### src/hw/rtl/apsp_pkg.sv
// Shared types and constants for the all-pairs shortest path block.
// Used by apsp_ctrl, apsp_dp and all_pairs_shortest_path; depends on nothing else.
`default_nettype none

package apsp_pkg;

	localparam logic [1:0] OP_LOAD = 2'd0;
	localparam logic [1:0] OP_RUN  = 2'd1;
	localparam logic [1:0] OP_READ = 2'd2;

	localparam logic [6:0] NUM_NODES_RESET = 7'd64;

	typedef struct packed {
		logic [1:0]  opcode;
		logic [5:0]  row;
		logic [5:0]  col;
		logic [15:0] weight;
	} apsp_cmd_t;

	typedef struct packed {
		logic [15:0] distance;
		logic [5:0]  next_hop;
		logic        has_next;
		logic        run_done;
	} apsp_rsp_t;

	typedef enum logic [3:0] {
		ST_IDLE,
		ST_READ,
		ST_START,
		ST_INIT_RD,
		ST_INIT_WR,
		ST_ROW_RD,
		ST_ROW_LAT,
		ST_REL_RD,
		ST_REL_WR,
		ST_FIN
	} apsp_state_t;

	typedef enum logic [3:0] {
		DP_NONE,
		DP_LOAD,
		DP_READ_ISSUE,
		DP_READ_OUT,
		DP_RUN_START,
		DP_INIT_RD,
		DP_INIT_WR,
		DP_ROW_RD,
		DP_ROW_LAT,
		DP_REL_RD,
		DP_REL_WR,
		DP_RUN_OUT
	} apsp_dp_op_t;

	typedef struct packed {
		logic out_free;
		logic n_zero;
		logic w_last;
		logic v_last;
		logic k_last;
	} apsp_status_t;

endpackage

`default_nettype wire

### src/hw/rtl/apsp_ctrl.sv
// Sequencing state machine for the all-pairs shortest path block.
// Uses apsp_pkg; drives the datapath apsp_dp by one operation code per cycle.
`default_nettype none

module apsp_ctrl (
	input  wire                   clk,
	input  wire                   arst_n,
	input  wire                   cmd_valid,
	output logic                  cmd_ready,
	input  wire [1:0]             opcode,
	input  apsp_pkg::apsp_status_t status,
	output apsp_pkg::apsp_dp_op_t  dp_op
);

	apsp_pkg::apsp_state_t state_q, state_next;
	logic                  take;
	logic                  needs_out;

	// Reads and runs each produce a beat, so they wait for room at the output.
	assign needs_out = (opcode == apsp_pkg::OP_READ) || (opcode == apsp_pkg::OP_RUN);
	assign take      = cmd_valid && cmd_ready;

	always_ff @(posedge clk or negedge arst_n) begin
		if (!arst_n) begin
			state_q <= apsp_pkg::ST_IDLE;
		end else begin
			state_q <= state_next;
		end
	end

	always_comb begin
		state_next = state_q;
		case (state_q)
			apsp_pkg::ST_IDLE: begin
				if (take && opcode == apsp_pkg::OP_READ) begin
					state_next = apsp_pkg::ST_READ;
				end else if (take && opcode == apsp_pkg::OP_RUN) begin
					state_next = apsp_pkg::ST_START;
				end
			end
			apsp_pkg::ST_READ:    state_next = apsp_pkg::ST_IDLE;
			apsp_pkg::ST_START: begin
				state_next = status.n_zero ? apsp_pkg::ST_FIN : apsp_pkg::ST_INIT_RD;
			end
			apsp_pkg::ST_INIT_RD: state_next = apsp_pkg::ST_INIT_WR;
			apsp_pkg::ST_INIT_WR: begin
				if (status.w_last && status.v_last) begin
					state_next = apsp_pkg::ST_ROW_RD;
				end else begin
					state_next = apsp_pkg::ST_INIT_RD;
				end
			end
			apsp_pkg::ST_ROW_RD:  state_next = apsp_pkg::ST_ROW_LAT;
			apsp_pkg::ST_ROW_LAT: state_next = apsp_pkg::ST_REL_RD;
			apsp_pkg::ST_REL_RD:  state_next = apsp_pkg::ST_REL_WR;
			apsp_pkg::ST_REL_WR: begin
				if (!status.w_last) begin
					state_next = apsp_pkg::ST_REL_RD;
				end else if (status.v_last && status.k_last) begin
					state_next = apsp_pkg::ST_FIN;
				end else begin
					state_next = apsp_pkg::ST_ROW_RD;
				end
			end
			apsp_pkg::ST_FIN: begin
				if (status.out_free) begin
					state_next = apsp_pkg::ST_IDLE;
				end
			end
			default: state_next = apsp_pkg::ST_IDLE;
		endcase
	end

	always_comb begin
		cmd_ready = 1'b0;
		dp_op     = apsp_pkg::DP_NONE;
		case (state_q)
			apsp_pkg::ST_IDLE: begin
				cmd_ready = !needs_out || status.out_free;
				if (take) begin
					case (opcode)
						apsp_pkg::OP_LOAD: dp_op = apsp_pkg::DP_LOAD;
						apsp_pkg::OP_READ: dp_op = apsp_pkg::DP_READ_ISSUE;
						apsp_pkg::OP_RUN:  dp_op = apsp_pkg::DP_RUN_START;
						default:           dp_op = apsp_pkg::DP_NONE;
					endcase
				end
			end
			apsp_pkg::ST_READ:    dp_op = apsp_pkg::DP_READ_OUT;
			apsp_pkg::ST_START:   dp_op = apsp_pkg::DP_NONE;
			apsp_pkg::ST_INIT_RD: dp_op = apsp_pkg::DP_INIT_RD;
			apsp_pkg::ST_INIT_WR: dp_op = apsp_pkg::DP_INIT_WR;
			apsp_pkg::ST_ROW_RD:  dp_op = apsp_pkg::DP_ROW_RD;
			apsp_pkg::ST_ROW_LAT: dp_op = apsp_pkg::DP_ROW_LAT;
			apsp_pkg::ST_REL_RD:  dp_op = apsp_pkg::DP_REL_RD;
			apsp_pkg::ST_REL_WR:  dp_op = apsp_pkg::DP_REL_WR;
			apsp_pkg::ST_FIN: begin
				if (status.out_free) begin
					dp_op = apsp_pkg::DP_RUN_OUT;
				end
			end
			default: dp_op = apsp_pkg::DP_NONE;
		endcase
	end

endmodule

`default_nettype wire

### config.mk
export PLATFORM = sky130hd
export DESIGN_NAME = apsp_ctrl
export DESIGN_NICKNAME = d
export VERILOG_FILES = /design/src/hw/rtl/apsp_pkg.sv /design/src/hw/rtl/apsp_ctrl.sv
export SDC_FILE = /design/constraint.sdc
export NUM_CORES = 1
export LEC_CHECK = 0
export ABC_AREA = 1
export BUFFER_PORTS_ARGS = -buffer_cell sky130_fd_sc_hd__buf_2
export CAP_MARGIN = 20
export CORE_AREA = 4 4 41 43
export CTS_BUF_LIST = sky130_fd_sc_hd__clkbuf_16
export CTS_CLUSTER_SIZE = 40
export DETAILED_ROUTE_END_ITERATION = 10
export DIE_AREA = 0 0 45 47
export PLACE_DENSITY_LB_ADDON = 0.3
export SLEW_MARGIN = 20
export SYNTH_ARGS = -nofsm -noshare
export SYNTH_HDL_FRONTEND = slang
export SYNTH_SLANG_ARGS = --single-unit
### constraint.sdc
create_clock -name clk -period 1.49 [get_ports clk]
set_input_delay 0.149 -clock clk [delete_from_list [all_inputs] [get_ports clk]]
set_output_delay 0.149 -clock clk [all_outputs]
set_load 0.02 [all_outputs]
== Word-level counts from Yosys, hierarchy flattened ==
Index checks and enable logic that the tools add are counted.

* Reductions and logical operators: 11
* Equal/unequal tests: 13
* Multiplexer cells: 13

{| class="wikitable"
|+ Operators by type and width
! operator !! number
|-
| $pmux 4 s9 || 2
|-
| $mux 4 || 7
|-
| $eq 4x3->1 const B || 4
|-
| $pmux 3 s3 || 1
|-
| $eq 4x2->1 const B || 2
|-
| $eq 4x4->1 const B || 2
|-
| $mux 3 || 2
|-
| $logic_and 1x1->1 || 5
|-
| $eq 4x1->1 const B || 1
|-
| $logic_not 4->1 || 1
|-
| $ne 3x3->1 const B || 1
|-
| $eq 2x1->1 const B || 1
|-
| $eq 2x2->1 const B || 1
|-
| $logic_not 2->1 || 1
|-
| $logic_or 1x1->1 || 2
|-
| $ne 2x2->1 const B || 1
|-
| $reduce_and 2->1 || 1
|-
| $logic_not 1->1 || 1
|-
| $mux 1 || 1
|}

* Logic and storage cells: 38
* Bits of input ports: 10
* Register bits after elaboration: 4
* Output and inout bits: 5

== Logic depth before layout (Yosys ltp) ==
* Depth after elaboration: 10
* Gate-level depth with buffers: 9
* Gate-level depth less buffers: 9

== Worst setup path after synthesis ==
OpenSTA, ideal clock, no wires.

* Path kind: flip-flop to output port
* From: register state_q[0]
* To: output dp_op[2]
* Cell stages (with the launch flop): 6
* Data arrival time: 1166 ps
* Path slack: 175 ps
* Path buffers: 0
* Data required time: 1341 ps
* Path through: dfrtp_1 > nor2_4 > nand2_4 > nor3b_4 > nand2_1 > nand3b_1

* Word-level cells in the longest chain between the ends: 5
* Elaborated cells between the ends (all ways): 13
* Classes of those cells: eq/ne: 8; mux: 3; reduce/logical: 2

{| class="wikitable"
|+ Ends and longest elaborated chain
! element !! line !! RTL
|-
| from (decl) || apsp_ctrl.sv:15 || <nowiki>apsp_pkg::apsp_state_t state_q, state_next;</nowiki>
|-
| from (signal assigned) || apsp_ctrl.sv:25 || <nowiki>state_q <= apsp_pkg::ST_IDLE;</nowiki>
|-
| from (signal assigned) || apsp_ctrl.sv:27 || <nowiki>state_q <= state_next;</nowiki>
|-
| $logic_not 4->1 || apsp_ctrl.sv:77 || <nowiki>case (state_q)</nowiki>
|-
| $mux 1 || apsp_ctrl.sv:77 ||
|-
| $logic_and 1x1->1 || apsp_ctrl.sv:21 || <nowiki>assign take = cmd_valid && cmd_ready;</nowiki>
|-
| $mux 3 || apsp_ctrl.sv:80 || <nowiki>if (take) begin</nowiki>
|-
| $pmux 4 s9 (*) || apsp_ctrl.sv:77 ||
|-
| to (decl) || apsp_ctrl.sv:12 || <nowiki>output apsp_pkg::apsp_dp_op_t dp_op</nowiki>
|}

Every way passes the cells marked *; elsewhere a longest branch is shown, timed or not.

== Final worst setup path ==
* From: register state_q[1]
* To: output dp_op[2]

Same word-level chain as after synthesis.

==> flow_results.xml <==
<?xml version="1.0" encoding="UTF-8"?>
<metrics>
  <group name="cts">
    <metric name="clockBufferDepth" unit="">2</metric>
    <metric name="clock_sinks" unit="">4</metric>
    <metric name="numCtsBuffers" unit="">3</metric>
    <metric name="cts_max_level" unit="">1</metric>
    <metric name="cts_tree" unit="">yes</metric>
    <metric name="clkSlewWorstSetupHoldPaths" unit="ps">30</metric>
    <metric name="worstSkewPairLatency" unit="ps">220</metric>
    <metric name="root_buffer" unit="">clkbuf_16</metric>
  </group>
  <group name="setup_path">
    <metric name="delay_heaviest_family_cp" unit="">simple AND/OR/NAND/NOR gates</metric>
    <metric name="critical_path_buf_inv_count" unit="">1</metric>
    <metric name="worstRegToRegCells" unit="">7</metric>
    <metric name="worst-path-stages" unit="">6</metric>
    <metric name="timing.setup.critical_path_class" unit="">flop to output pin</metric>
    <metric name="worst-endpoint-required" unit="ps">1340</metric>
    <metric name="crit_path_max_fanout" unit="">4</metric>
    <metric name="cp_data_arrival_time" unit="ps">1390</metric>
    <metric name="critPathMaxStageDelay" unit="ps">420</metric>
    <metric name="slowest_stage" unit="">dfrtp_2</metric>
    <metric name="path_cells" unit="">nor2_4, nand2_4, nor3b_4, nand2_1, nand3b_1, buf_6</metric>
    <metric name="critical_path.endpoint_type" unit="">output pin</metric>
    <metric name="crit_path_start_kind" unit="">flop</metric>
  </group>
  <group name="final_layout">
    <metric name="layout-drive-gt1-share" unit="%">39.25</metric>
    <metric name="layout.area.seq" unit="um^2">102.6</metric>
    <metric name="stdcell_count" unit="">122</metric>
    <metric name="top_regs" unit="">state_q (4)</metric>
    <metric name="layout.nets" unit="">124</metric>
    <metric name="layout.cells.most_common_list" unit="">nand2_1, nand3_1, inv_1, buf_4, buf_2</metric>
    <metric name="layout_commonest_cell" unit="">nand2_1</metric>
    <metric name="antenna_cells_inserted" unit="">0</metric>
    <metric name="layout-area-overhead-vs-synth" unit="%">53.61</metric>
    <metric name="largest_register" unit="">state_q</metric>
    <metric name="fillerInstances" unit="">129</metric>
    <metric name="largest_reg_flops" unit="">4</metric>
    <metric name="multi_input_comb_area" unit="um^2">377.9</metric>
  </group>
  <group name="timing">
    <metric name="setup_repair_after_global_routing_missed_its_margin" unit="">yes</metric>
    <metric name="worst_slew_pin_slew" unit="ps">215.7</metric>
    <metric name="clock-skew-final" unit="ps">1.687</metric>
    <metric name="maxSlewViolCount" unit="">0</metric>
    <metric name="minimum_setup_slack_in_the_final_design" unit="ps">-48.83</metric>
    <metric name="max_slew_margin" unit="%">85.55</metric>
    <metric name="min_period" unit="ps">1539</metric>
    <metric name="setup_violations_final" unit="">3</metric>
    <metric name="timing.fmax" unit="MHz">649.8</metric>
    <metric name="final-hold-violation-count" unit="">0</metric>
    <metric name="post_route_fraction_of_the_period_consumed_by_the_critical_path" unit="%">103.3</metric>
  </group>
  <group name="placed_design">
    <metric name="dp_worst_setup_slack" unit="ps">2.833</metric>
    <metric name="place.detailed.hpwl" unit="mm">1.082</metric>
    <metric name="routabilityCongestion" unit="">0.8431</metric>
    <metric name="placement.io_buffers" unit="">14</metric>
    <metric name="placedCellCount" unit="">114</metric>
  </group>
  <group name="routing">
    <metric name="route.vias.total" unit="">602</metric>
    <metric name="post-route-drc-count" unit="">0</metric>
    <metric name="wl_per_cell" unit="um">10.85</metric>
    <metric name="vias_per_cell" unit="">4.934</metric>
    <metric name="detail-route-antenna-nets" unit="">0</metric>
    <metric name="drt_pass1_iterations" unit="">5</metric>
    <metric name="drtIter0Drc" unit="">13</metric>
    <metric name="routed_wirelength" unit="mm">1.324</metric>
  </group>
  <group name="logic_synthesis">
    <metric name="post_synth_instance_area" unit="um^2">520.5</metric>
    <metric name="post_synth.cell_area_avg" unit="um^2">6.589</metric>
    <metric name="synth.yosys.seq_area_share" unit="%">19.23</metric>
    <metric name="post_synth_inst_count" unit="">79</metric>
    <metric name="synth_warnings" unit="">0</metric>
    <metric name="synth_seq_cells" unit="">4</metric>
    <metric name="postSynthNetCount" unit="">94</metric>
    <metric name="yosys.cell_types.count" unit="">18</metric>
  </group>
  <group name="floorplanning">
    <metric name="initial_core_util" unit="%">40.00</metric>
    <metric name="die_width" unit="um">45</metric>
    <metric name="fp-row-count" unit="">13</metric>
    <metric name="floorplan.io_pins" unit="">15</metric>
    <metric name="core_box_area" unit="um^2">1301</metric>
    <metric name="dieHeight" unit="um">47</metric>
    <metric name="die_area" unit="um^2">2115</metric>
  </group>
  <group name="run_status">
    <metric name="run_status" unit="">finished, violations left</metric>
    <metric name="failed_checks" unit="">negative setup slack</metric>
  </group>
  <group name="grt">
    <metric name="globalRoute.totalOverflow" unit="">0</metric>
    <metric name="grt_antenna_before_repair" unit="">0</metric>
    <metric name="pin_count_of_the_biggest_net_entering_global_routing" unit="">6</metric>
    <metric name="vias_in_the_first_global_route" unit="">607</metric>
    <metric name="grt_use_met3" unit="%">3.448</metric>
    <metric name="grt_first_pass_wirelength" unit="mm">2.352</metric>
    <metric name="grt_util_met2" unit="%">25.99</metric>
    <metric name="grt_most_used_layer" unit="">met2</metric>
    <metric name="groute.usage.overall" unit="%">15.60</metric>
    <metric name="grt_util_met1" unit="%">18.31</metric>
  </group>
  <group name="flow_run">
    <metric name="maxCapViolCount" unit="">0</metric>
  </group>
  <group name="pwr">
    <metric name="ir_drop" unit="V">0.001126</metric>
    <metric name="power.leakage" unit="nW">0.4362</metric>
    <metric name="power-per-cell-area" unit="nW/um^2">2169</metric>
  </group>
  <group name="min_path">
    <metric name="worstHoldPathCells" unit="">3</metric>
    <metric name="hold_class" unit="">input pin to flop</metric>
  </group>
</metrics>
path summary, 6_finish.rpt:
kind                            startpoint    endpoint  slack, ps
worst max-delay path            state_q[1]    dp_op[2]        -50
worst min-delay path             status[1]  state_q[2]        210
worst max register to register  state_q[1]  state_q[1]        220
worst min register to register  state_q[2]  state_q[2]        710
max in group asynchronous           arst_n  state_q[2]       1080
min in group asynchronous           arst_n  state_q[0]        270
worst register-to-register path, stage by stage (launching register included):
cell and delay (ps):
dfrtp_2 420, nor2_4 140, nand2_4 70, buf_4 140, a31oi_1 200, nand2_1 80, nand2_1 70, nor2_2 30
cells by family (layout without fill, tap and decap cells):
family                     count (synthesis)  in the layout  synth area share [%]
AOI/OAI and AO/OA                          5              5                 6.010
adders and majority gates                  5              5                 12.02
buffers and inverters                     14             42                 10.10
DFF                                        4              4                 19.23
and+or+nand+nor                           51             51                 52.64
metal layers:
| layer | wire [um] | share of wire (%) |
|---|---|---|
| met1 | 565 | 43 |
| met2 | 665 | 50 |
| met3 | 82 | 6.2 |
| met4 | 10 | 0.76 |
| met5 | 0 | 0 |
synth_stat cells:
| cell type | number | area (um^2) |
|---|---|---|
| nand2_1 | 17 | 63.81 |
| nand3_1 | 15 | 75.07 |
| inv_1 | 12 | 45.04 |
| nor2_1 | 7 | 26.28 |
| ha_1 | 5 | 62.56 |
| dfrtp_1 | 4 | 100.1 |
| nor2_2 | 4 | 25.02 |
| nor2_4 | 3 | 33.78 |
| inv_2 | 2 | 7.510 |
| nand4_1 | 2 | 12.51 |
| a21oi_1 | 1 | 5.000 |
| a31oi_1 | 1 | 6.260 |
| nand2_4 | 1 | 11.26 |
| nand3b_1 | 1 | 7.510 |
| nor3b_4 | 1 | 18.77 |
| o21ai_0 | 1 | 5.000 |
| o21ai_2 | 1 | 8.760 |
| o22ai_1 | 1 | 6.260 |
what timing repair did:
action,CTS,global route
hold buffers,1,0
pin swaps,5,6
setup buffers,3,1
cloned,0,0
gates resized for setup,10,0
hold endpoints to repair,4,0
endpoints found under the setup margin,4,4
stage by stage:
stage	cell area [um^2]	TNS [ps]	util, %	power (mW)	hold WS [ps]
2_1_floorplan	520.5	0	-	0.8535	-146.6
3_3_place_gp	654.4	0	50.29	1.151	-45.18
3_5_place_dp	654.4	0	50.29	1.155	-38.62
4_1_cts	792.0	-192.8	60.87	1.726	215.8
5_1_grt	799.5	-433.5	61.44	1.858	255.7
6_report	799.5	-125.0	61.44	1.734	214.5
cell type report:
type,count,area share (%)
multi-input cells,61,47.26
repair buffers,25,21.60
flip-flops and latches,4,12.83
clock buffers,3,9.390
inverters,14,6.573
well taps,15,2.347
power by group:
part	internal (mW)	switching, mW	leakage [nW]
combinational	0.491	0.606	0.350
clock	0.343	0.0720	0.0370
sequential	0.161	0.0615	0.0492
(Power assumes the default switching activity.)
